$ cat src/lbwf_pkg.sv
// Package for the letter-bank word filter: shared constants, item codes,
// configuration and result types. No dependencies.

package lbwf_pkg;

  // Longest word length that is counted exactly; longer words saturate one above.
  localparam int MAX_WORD_LEN = 127;

  localparam int NUM_LETTERS = 26;
  localparam int HALF_LETTERS = 13;
  localparam int CNT_W = 4;
  localparam int BANK_W = HALF_LETTERS * CNT_W;
  localparam int IDX_W = $clog2(NUM_LETTERS);
  localparam int LIM_W = 7;
  localparam int WORDS_W = 16;
  localparam int CFG_IDX_W = 3;
  localparam int CHAR_W = 8;
  localparam int KIND_W = 2;

  // Word length register holds 0 .. MAX_WORD_LEN + 1 and is never narrower
  // than the length limits it is compared with.
  localparam int LEN_BITS = $clog2(MAX_WORD_LEN + 2);
  localparam int LEN_W = (LEN_BITS > LIM_W) ? LEN_BITS : LIM_W;

  localparam logic [KIND_W-1:0] KIND_INNER = 2'd0;
  localparam logic [KIND_W-1:0] KIND_LAST = 2'd1;
  localparam logic [KIND_W-1:0] KIND_RESTART = 2'd2;

  localparam logic [CFG_IDX_W-1:0] REG_BANK_A_M = 3'd0;
  localparam logic [CFG_IDX_W-1:0] REG_BANK_N_Z = 3'd1;
  localparam logic [CFG_IDX_W-1:0] REG_MIN_LENGTH = 3'd2;
  localparam logic [CFG_IDX_W-1:0] REG_MAX_LENGTH = 3'd3;
  localparam logic [CFG_IDX_W-1:0] REG_MAX_WORDS = 3'd4;

  localparam logic [CHAR_W-1:0] CHAR_A = 8'h61;
  localparam logic [CHAR_W-1:0] CHAR_Z = 8'h7a;

  localparam logic [LIM_W-1:0] MIN_LENGTH_RST = 7'd1;
  localparam logic [LIM_W-1:0] MAX_LENGTH_RST = 7'd127;
  localparam logic [WORDS_W-1:0] MAX_WORDS_RST = 16'd16;

  typedef logic [NUM_LETTERS-1:0][CNT_W-1:0] counts_t;

  typedef struct packed {
    counts_t bank;
    logic [LIM_W-1:0] min_length;
    logic [LIM_W-1:0] max_length;
    logic [WORDS_W-1:0] max_words;
  } cfg_t;

  typedef struct packed {
    logic word_accepted;
    logic scan_stopped;
    logic [WORDS_W-1:0] accepted_total;
  } res_t;

endpackage

$ cat src/lbwf_cfg.sv
// Configuration register file of the letter-bank word filter.
// Depends on lbwf_pkg for register indexes, widths and the cfg_t bundle.

module lbwf_cfg (
  input  logic                           clk,
  input  logic                           rst,
  input  logic                           cfg_valid,
  output logic                           cfg_ready,
  input  logic [lbwf_pkg::CFG_IDX_W-1:0] cfg_index,
  input  logic [lbwf_pkg::BANK_W-1:0]    cfg_data,
  output lbwf_pkg::cfg_t                 cfg
);

  logic [lbwf_pkg::BANK_W-1:0]  bank_lo;
  logic [lbwf_pkg::BANK_W-1:0]  bank_hi;
  logic [lbwf_pkg::LIM_W-1:0]   min_length;
  logic [lbwf_pkg::LIM_W-1:0]   max_length;
  logic [lbwf_pkg::WORDS_W-1:0] max_words;

  assign cfg_ready = 1'b1;

  always_ff @(posedge clk) begin
    if (rst) begin
      bank_lo    <= '0;
      bank_hi    <= '0;
      min_length <= lbwf_pkg::MIN_LENGTH_RST;
      max_length <= lbwf_pkg::MAX_LENGTH_RST;
      max_words  <= lbwf_pkg::MAX_WORDS_RST;
    end else if (cfg_valid && cfg_ready) begin
      unique case (cfg_index)
        lbwf_pkg::REG_BANK_A_M:   bank_lo    <= cfg_data;
        lbwf_pkg::REG_BANK_N_Z:   bank_hi    <= cfg_data;
        lbwf_pkg::REG_MIN_LENGTH: min_length <= cfg_data[lbwf_pkg::LIM_W-1:0];
        lbwf_pkg::REG_MAX_LENGTH: max_length <= cfg_data[lbwf_pkg::LIM_W-1:0];
        lbwf_pkg::REG_MAX_WORDS:  max_words  <= cfg_data[lbwf_pkg::WORDS_W-1:0];
        default: ;
      endcase
    end
  end

  // Letter a sits in the low nibble of the first bank register.
  assign cfg.bank       = {bank_hi, bank_lo};
  assign cfg.min_length = min_length;
  assign cfg.max_length = max_length;
  assign cfg.max_words  = max_words;

endmodule

$ cat src/lbwf_core.sv
// Word state and decision logic of the letter-bank word filter: per-letter
// remaining counts, word length, failure flag, accepted count and stop flag.
// Depends on lbwf_pkg.

module lbwf_core (
  input  logic                        clk,
  input  logic                        rst,
  input  lbwf_pkg::cfg_t              cfg,
  input  logic                        step,
  input  logic [lbwf_pkg::KIND_W-1:0] kind,
  input  logic [lbwf_pkg::CHAR_W-1:0] letter,
  output logic                        res_valid,
  output lbwf_pkg::res_t              res
);

  lbwf_pkg::counts_t              remaining;
  lbwf_pkg::counts_t              remaining_next;
  logic [lbwf_pkg::LEN_W-1:0]     word_length;
  logic [lbwf_pkg::LEN_W-1:0]     word_length_next;
  logic                           word_failed;
  logic                           word_failed_next;
  logic [lbwf_pkg::WORDS_W-1:0]   accepted_count;
  logic [lbwf_pkg::WORDS_W-1:0]   accepted_count_next;
  logic                           stopped_flag;
  logic                           stopped_flag_next;

  lbwf_pkg::counts_t              counts_eff;
  logic                           is_lower;
  logic [lbwf_pkg::CHAR_W-1:0]    letter_off;
  logic [lbwf_pkg::IDX_W-1:0]     idx;
  logic [lbwf_pkg::LEN_W-1:0]     len_take;
  logic                           fail_take;
  logic                           qualifies;
  logic                           under_limit;
  logic                           take;

  always_comb begin
    // A new word starts from a fresh copy of the bank.
    counts_eff = (word_length == '0) ? cfg.bank : remaining;
    is_lower   = (letter >= lbwf_pkg::CHAR_A) && (letter <= lbwf_pkg::CHAR_Z);
    letter_off = letter - lbwf_pkg::CHAR_A;
    idx        = letter_off[lbwf_pkg::IDX_W-1:0];
    len_take   = (word_length <= lbwf_pkg::LEN_W'(lbwf_pkg::MAX_WORD_LEN)) ?
                 word_length + 1'b1 : word_length;

    remaining_next = counts_eff;
    fail_take      = word_failed;
    if (!word_failed) begin
      if (!is_lower) begin
        fail_take = 1'b1;
      end else if (counts_eff[idx] == '0) begin
        fail_take = 1'b1;
      end else begin
        remaining_next[idx] = counts_eff[idx] - 1'b1;
      end
    end

    qualifies = !fail_take &&
                (len_take <= lbwf_pkg::LEN_W'(lbwf_pkg::MAX_WORD_LEN)) &&
                (len_take >= lbwf_pkg::LEN_W'(cfg.min_length)) &&
                (len_take <= lbwf_pkg::LEN_W'(cfg.max_length));
    under_limit = (accepted_count == '0) || (accepted_count < cfg.max_words);

    // Only word characters of a running scan step the word state; a restart clears it.
    take = step && (kind == lbwf_pkg::KIND_INNER || kind == lbwf_pkg::KIND_LAST) &&
           !stopped_flag;

    word_length_next    = word_length;
    word_failed_next    = word_failed;
    accepted_count_next = accepted_count;
    stopped_flag_next   = stopped_flag;
    res_valid           = 1'b0;
    res                 = '0;

    if (step) begin
      if (kind == lbwf_pkg::KIND_RESTART) begin
        word_length_next    = '0;
        word_failed_next    = 1'b0;
        accepted_count_next = '0;
        stopped_flag_next   = 1'b0;
      end else if (take) begin
        word_length_next = len_take;
        word_failed_next = fail_take;
        if (kind == lbwf_pkg::KIND_LAST) begin
          word_length_next = '0;
          word_failed_next = 1'b0;
          res_valid        = 1'b1;
          if (qualifies) begin
            if (under_limit) begin
              res.word_accepted = 1'b1;
              if (accepted_count != '1) begin
                accepted_count_next = accepted_count + 1'b1;
              end
            end else begin
              res.scan_stopped  = 1'b1;
              stopped_flag_next = 1'b1;
            end
          end
          res.accepted_total = accepted_count_next;
        end
      end
    end
  end

  always_ff @(posedge clk) begin
    if (rst) begin
      word_length    <= '0;
      word_failed    <= 1'b0;
      accepted_count <= '0;
      stopped_flag   <= 1'b0;
    end else begin
      word_length    <= word_length_next;
      word_failed    <= word_failed_next;
      accepted_count <= accepted_count_next;
      stopped_flag   <= stopped_flag_next;
    end
  end

  // Counts are reloaded at every word start, so they need no reset.
  always_ff @(posedge clk) begin
    if (take) begin
      remaining <= remaining_next;
    end
  end

  a_accept_xor_stop: assert property (@(posedge clk) disable iff (rst)
    res_valid |-> !(res.word_accepted && res.scan_stopped))
    else $error("word both accepted and refused");

  a_len_bound: assert property (@(posedge clk) disable iff (rst)
    word_length <= lbwf_pkg::LEN_W'(lbwf_pkg::MAX_WORD_LEN + 1))
    else $error("word length beyond saturation point");

  a_stopped_frozen: assert property (@(posedge clk) disable iff (rst)
    (stopped_flag && !(step && kind == lbwf_pkg::KIND_RESTART)) |=>
      ($stable(accepted_count) && stopped_flag))
    else $error("state moved while scan stopped");

  a_stop_sets_flag: assert property (@(posedge clk) disable iff (rst)
    (res_valid && res.scan_stopped) |=> stopped_flag)
    else $error("refusal did not stop the scan");

  a_accept_nonzero: assert property (@(posedge clk) disable iff (rst)
    (res_valid && res.word_accepted) |-> (res.accepted_total != '0))
    else $error("accepted word left a zero total");

endmodule

$ cat src/letter_bank_word_filter.sv
// Letter-bank word filter: scans a dictionary one character per transaction
// and, at each word's last character, reports whether the word is spelled from
// a configured bank of letters. Throughput is one character per clock while
// no result is stalled: the character goes from an input register through the
// count check and decrement in lbwf_core into a result register that drives
// result_valid. A stalled result register holds up the input register only;
// one further character is still taken. Restart, inner and ignored characters
// give no result transaction. Configuration is written through lbwf_cfg and
// must only change while the filter is idle.
// Depends on lbwf_pkg, lbwf_cfg and lbwf_core.

module letter_bank_word_filter (
  input  logic                           clk,
  input  logic                           rst,
  input  logic                           cfg_valid,
  output logic                           cfg_ready,
  input  logic [lbwf_pkg::CFG_IDX_W-1:0] cfg_index,
  input  logic [lbwf_pkg::BANK_W-1:0]    cfg_data,
  input  logic                           item_valid,
  output logic                           item_ready,
  input  logic [lbwf_pkg::KIND_W-1:0]    kind,
  input  logic [lbwf_pkg::CHAR_W-1:0]    letter,
  output logic                           result_valid,
  input  logic                           result_ready,
  output logic                           word_accepted,
  output logic                           scan_stopped,
  output logic [lbwf_pkg::WORDS_W-1:0]   accepted_total
);

  lbwf_pkg::cfg_t              cfg;
  logic                        held;
  logic [lbwf_pkg::KIND_W-1:0] kind_q;
  logic [lbwf_pkg::CHAR_W-1:0] letter_q;
  logic                        step;
  logic                        res_valid;
  lbwf_pkg::res_t              res;
  lbwf_pkg::res_t              res_q;

  lbwf_cfg u_cfg (
    .clk       (clk),
    .rst       (rst),
    .cfg_valid (cfg_valid),
    .cfg_ready (cfg_ready),
    .cfg_index (cfg_index),
    .cfg_data  (cfg_data),
    .cfg       (cfg)
  );

  // The held character moves on whenever the result register can take a result.
  assign step       = held && (!result_valid || result_ready);
  assign item_ready = !held || step;

  always_ff @(posedge clk) begin
    if (rst) begin
      held <= 1'b0;
    end else if (item_ready) begin
      held <= item_valid;
    end
  end

  always_ff @(posedge clk) begin
    if (item_valid && item_ready) begin
      kind_q   <= kind;
      letter_q <= letter;
    end
  end

  lbwf_core u_core (
    .clk       (clk),
    .rst       (rst),
    .cfg       (cfg),
    .step      (step),
    .kind      (kind_q),
    .letter    (letter_q),
    .res_valid (res_valid),
    .res       (res)
  );

  always_ff @(posedge clk) begin
    if (rst) begin
      result_valid <= 1'b0;
    end else if (step && res_valid) begin
      result_valid <= 1'b1;
    end else if (result_ready) begin
      result_valid <= 1'b0;
    end
  end

  always_ff @(posedge clk) begin
    if (step && res_valid) begin
      res_q <= res;
    end
  end

  assign word_accepted  = res_q.word_accepted;
  assign scan_stopped   = res_q.scan_stopped;
  assign accepted_total = res_q.accepted_total;

endmodule

$ cat config.mk
export PLATFORM = sky130hd
export DESIGN_NAME = letter_bank_word_filter
export DESIGN_NICKNAME = d
export VERILOG_FILES = /design/src/lbwf_pkg.sv /design/src/lbwf_cfg.sv /design/src/lbwf_core.sv /design/src/letter_bank_word_filter.sv
export SDC_FILE = /design/constraint.sdc
export NUM_CORES = 1
export LEC_CHECK = 0
export BUFFER_PORTS_ARGS = -buffer_cell sky130_fd_sc_hd__buf_4
export CORE_UTILIZATION = 56
export DETAILED_ROUTE_END_ITERATION = 6
export PLACE_DENSITY = 0.77
export SLEW_MARGIN = 20
export SYNTH_ARGS = -nofsm -noshare
export SYNTH_HDL_FRONTEND = slang
export SYNTH_HIERARCHICAL = 1
export SYNTH_SLANG_ARGS = --single-unit
export TNS_END_PERCENT = 5
$ cat constraint.sdc
create_clock -name clk -period 5.04 [get_ports clk]
set_clock_uncertainty 0.1 [all_clocks]
set_input_delay 0.504 -clock clk [delete_from_list [all_inputs] [get_ports clk]]
set_output_delay 0.504 -clock clk [all_outputs]
set_load 0.02 [all_outputs]
* After elaboration in Yosys (flattened, before gate mapping)
Cells that the tools add are included.
Operators by class: add/subtract/negate cells 4, order comparisons 9, equal/unequal tests 8, muxes and demuxes 38, bitwise gates (word level) 4, reduce and logical (&&, ||, !) cells 37
Operator list (count):
- 2-to-1 mux 104 bit | 4
- bitwise mux 104 bit | 1
- 2-to-1 mux 16 bit | 6
- 2-to-1 mux 8 bit | 4
- less-or-equal comparator 8 x 7 -> 1 bit (second input constant) | 3
- binary-select mux 4 bit (select 5 bit) | 1
- demux 4 bit (select 5 bit) | 1
- 2-to-1 mux 1 bit | 19
- adder 16 x 1 -> 16 bit (second input constant) | 1
- logical NOT 16 bit | 1
- less-than comparator 16 bit | 1
- inequality test 16 bit (second input constant) | 1
- AND reduction 2 bit | 6
- logical AND 1 bit | 10
- adder 8 x 1 -> 8 bit (second input constant) | 1
- >= comparator 8 x 7 -> 1 bit | 1
- >= comparator 8 x 7 -> 1 bit (second input constant) | 1
- less-or-equal comparator 8 x 7 -> 1 bit | 1
- logical NOT 8 bit | 1
- 2-to-1 mux 4 bit | 2
- nonzero test 2 bit | 4
- == test 3 x 2 -> 1 bit (second input constant) | 2
- less-than comparator 5 x 6 -> 1 bit (second input constant) | 1
- >= comparator 5 x 1 -> 1 bit (second input constant) | 1
- 17 further kinds | 26
Word-level totals: register bits after elaboration 294, input port bits 70, output and inout port bits 21, logic and storage cells 142

* Longest topological paths before layout
word-level depth 16, depth in mapped cells 21, mapped depth without buffers 14

* Hierarchy
Netlist, hierarchy kept.
By module, submodules not included:
- lbwf_core | times used 1, cells each 1076, area an instance 10846.7 µm², seq. area each 3643.5 µm²
- lbwf_cfg | times used 1, cells each 507, area an instance 5481.5 µm², seq. area each 2682.6 µm²
- letter_bank_word_filter | times used 1, cells each 39, area an instance 943.4 µm², seq. area each 880.8 µm²

* Worst setup path before layout
OpenSTA, ideal clock, no wires.
kind register to register, start point register letter_q[0] (netlist bit), end point register u_core/remaining[48] (netlist bit) (data pin), library setup time 0.262 ns, arrival time 4.769 ns, required time 4.678 ns, slack -0.091 ns, cell stages (with the launch flop) 21, path buffers 8, period minus slack after synthesis 5.131 ns, cell sequence edfxtp_1 buf_2 buf_2 inv_1 clkbuf_1 ha_1 buf_2 buf_1 buf_1 mux4_2 nand2_1 a21oi_1 a211o_1 nor4_4 ha_1 and4_4 buf_6 nor2_2 buf_4 nand3_2 mux2_1
RTL lines:
- from (decl) | line letter_bank_word_filter.sv:33 | logic [lbwf_pkg::CHAR_W-1:0] letter_q;
- from (signal assigned) | line letter_bank_word_filter.sv:64 | letter_q <= letter;
- to (signal assigned) | line lbwf_core.sv:122 | remaining <= remaining_next;
- to (decl) | line lbwf_core.sv:16 | lbwf_pkg::counts_t remaining;

==> flow_summary.json <==
{
  "power_density_nw_per_um2": 317.4,
  "internal_power_mw": 4.521,
  "whs_ns": 0.06379,
  "dp_hpwl_um": 31980,
  "dieArea_sq_um": 31550,
  "synth_ff_type": "dfxtp_1",
  "wl_um": 46470,
  "syn_inst": 1622,
  "num_io_pins": 91,
  "synth_most_common_cell": "mux2i_1",
  "async_flop_share": 0,
  "area_growth_pct": 12.16,
  "p_sw_frac": 0.2647,
  "finalPower_mw": 6.148,
  "cts_buffers": 34,
  "synth_compound_area_frac": 0.09526,
  "cp_max_fo": 19,
  "ctsHtreeMaxLevel": 2,
  "io_buffers": 89,
  "synth_area_sq_um": 17270,
  "grt_pass1_vias": 12920,
  "synth-simple-area-share": 0.1763,
  "fmax_ghz": 0.2168,
  "post_cts_resized": 0,
  "slew_headroom": 0.2185,
  "dr.pass1.iters": 7,
  "cp_data_arrival_time_ns": 4.78,
  "synth_top_cell_area_share": 0.2295,
  "wire_per_inst_um": 22.29,
  "synth.area.top_cells": "edfxtp_1 23%, dfxtp_1 19%, mux2i_1 18%",
  "ir_drop_uv": 223.4,
  "root_buffer": "clkbuf_16",
  "max_cap_viol_count": 0,
  "track_usage": 0.2968,
  "period_share": 0.9151,
  "layout-drive-gt1-share": 0.1575,
  "violations": "DRC",
  "ant_nets": 0,
  "cts.sinks": 294,
  "setup_violations": 0,
  "synthAdderAreaFrac": 0.03043,
  "synth_top_family_by_area": "multiplexers",
  "synth.avg_cell_area_sq_um": 10.65,
  "hold_buffers": 0,
  "status": "finished with violations",
  "synthXorXnorAreaFrac": 0.005578,
  "min_period_ns": 4.612,
  "grt_overflow": 0,
  "synth.distinct_cells": 95,
  "cp-end-kind": "flip-flop",
  "yosys_warnings": 6,
  "num_vias": 13230,
  "maxSlewViolCount": 0,
  "cts_tree": "yes",
  "initial_utilization": 0.5766,
  "drtIter0Drc": 1449,
  "power_leakage_nw": 8.371,
  "route.detailed.drc": 1,
  "viasPerCell": 6.344,
  "routabilityCongestion": 1.004,
  "die_y_um": 177.6,
  "post_cts_buffers": 0,
  "die_w_um": 177.6,
  "synthMuxAreaShare": 0.2265,
  "dpl_cell_area_sq_um": 18160,
  "pwr-share-seq": 0.423,
  "required_ns": 5.21,
  "fin_nets": 1781,
  "clk_latency_ns": 0.53,
  "finalInstanceArea_sq_um": 19370,
  "yosys-top-cells-count": "318 x mux2i_1, 187 x nand2b_1, 162 x dfxtp_1, 132 x edfxtp_1, 66 x nand2_1",
  "clkPwrFrac": 0.428,
  "synth-edff-count": 132,
  "rows": 63,
  "ys_ff_latch": 294,
  "p_sw_mw": 1.627,
  "core_area_sq_um": 29950,
  "path_clk_slew_ns": 0.06,
  "antenna_found_initial": 0,
  "finalSetupTns_ns": 0,
  "seq_area_frac_synth": 0.4173,
  "grt_start_max_net_pins": 120,
  "startpoint_type": "flip-flop",
  "synth_top_cell_by_area": "edfxtp_1",
  "worst_pin_slew_ns": 1.172,
  "cts_max_path_buffers": 3,
  "rsz0062_at_grt": "no",
  "n_antenna_cell": 0,
  "grt_pass1_wl_um": 72410,
  "comb_power_share": 0.149,
  "synth_nets": 1734,
  "finalHoldViolCount": 0,
  "hold_path_class": "in2reg",
  "crit_type": "reg2reg"
}
[flip-flops by register name (all words and copies together), names as in the netlist]
register	flops
letter_q	8
kind_q	2
scan_stopped	1
held	1
u_core/accepted_count	16
u_core/stopped_flag	1
u_cfg/bank_lo	52
u_cfg/bank_hi	52
u_cfg/min_length	7
result_valid	1
u_cfg/max_words	16
accepted_total	16
u_core/remaining	104
u_cfg/max_length	7
word_accepted	1
u_core/word_length	8
u_core/word_failed	1
[cells in the final DEF (no fill, tap or decap), types with 6 or more instances in the layout]
master | synthesis | routed
mux2i_1 | 318 | 318
nand2b_1 | 187 | 187
dfxtp_1 | 162 | 162
buf_4 | 10 | 133
edfxtp_1 | 132 | 132
nand2_1 | 66 | 66
nor2_1 | 65 | 65
a21oi_1 | 48 | 48
nand3_1 | 47 | 47
inv_1 | 47 | 46
ha_1 | 42 | 41
clkbuf_16 | 0 | 39
a211oi_1 | 28 | 28
nor3_1 | 28 | 28
o21ai_0 | 25 | 25
mux4_2 | 24 | 24
and3_1 | 24 | 24
a32oi_1 | 16 | 16
a22oi_1 | 15 | 15
nand4_1 | 13 | 13
mux2_2 | 11 | 11
or3_1 | 11 | 11
a21o_1 | 11 | 11
and2_1 | 9 | 9
a31oi_1 | 9 | 9
nor2b_1 | 8 | 8
nor4_1 | 8 | 8
o22ai_1 | 8 | 8
a21boi_0 | 6 | 6
o211ai_1 | 6 | 6
xnor2_1 | 6 | 6
a41oi_1 | 6 | 6
[metrics by stage]
step / utilization / std cells / worst slack, ns
2_1_floorplan: - / 1622 / 0.05262
3_3_place_gp: 0.6064 / 2023 / 0.6025
3_5_place_dp: 0.6064 / 2023 / 0.5042
4_1_cts: 0.6467 / 2085 / 0.4937
5_1_grt: 0.6467 / 2085 / 0.2646
6_report: 0.6467 / 2085 / 0.4280
[power groups by stage]
stage	clock network, mW	registers (mW)	logic [mW]
finish	2.63	2.60	0.915
global route	2.76	2.61	0.962
CTS	2.67	2.60	0.897
detailed placement	0	2.65	0.893
global placement	0	2.65	0.883
floorplan	0	2.63	0.621
[critical path: stages (launching register included)]
cell,delay (ns)
dfxtp_1,0.36
inv_1,0.10
ha_1,0.15
or3b_2,0.53
nor2_4,0.45
buf_4,0.37
nand2_1,0.14
nand3_1,0.19
a31oi_1,0.15
nor4_4,0.41
ha_1,0.25
and4_4,0.36
nor2_2,0.06
buf_4,0.24
nand3_2,0.17
mux2_1,0.34
[final timing paths]
check                   startpoint                  end  slack (ns)  cells past startpoint
max          u_core/word_length[0]  u_core/remaining[4]        0.43                     15
min                      letter[7]          letter_q[7]        0.06                      1
max reg2reg  u_core/word_length[0]  u_core/remaining[4]        0.43                     15
min reg2reg     u_cfg/max_words[6]   u_cfg/max_words[6]        0.38                      2
[logic make-up (layout without fill, tap and decap cells)]
kind of cell	after synthesis	after routing
buffers and inverters	171	244
AO/OA/AOI/OAI	230	230
adder cells (fa/ha/maj)	42	42
multiplexers	357	357
other	1	1
flip-flops	294	294
AND/OR/NAND/NOR	516	516
XOR/XNOR	11	11
[metal layers]
layer,vias to the layer above,GRT usage,wire [um]
li1,6081,-,-
met1,6412,0.4176,20250
met2,628,0.4650,20890
met3,107,0.04627,3948
met4,0,0.1001,1381
met5,-,0,0
[area by class of cell]
| type | count | area, sq um |
|---|---|---|
| clock buffers | 49 | 1064 |
| clock inverters | 13 | 145.1 |
| fillers | 2353 | 10580 |
| inverters | 48 | 183.9 |
| multi-input cells | 1157 | 9266 |
| flip-flops and latches | 294 | 7207 |
| well taps | 390 | 488.0 |
| repair buffers | 134 | 1018 |
Note: power is estimated with default switching activity, not from simulation.
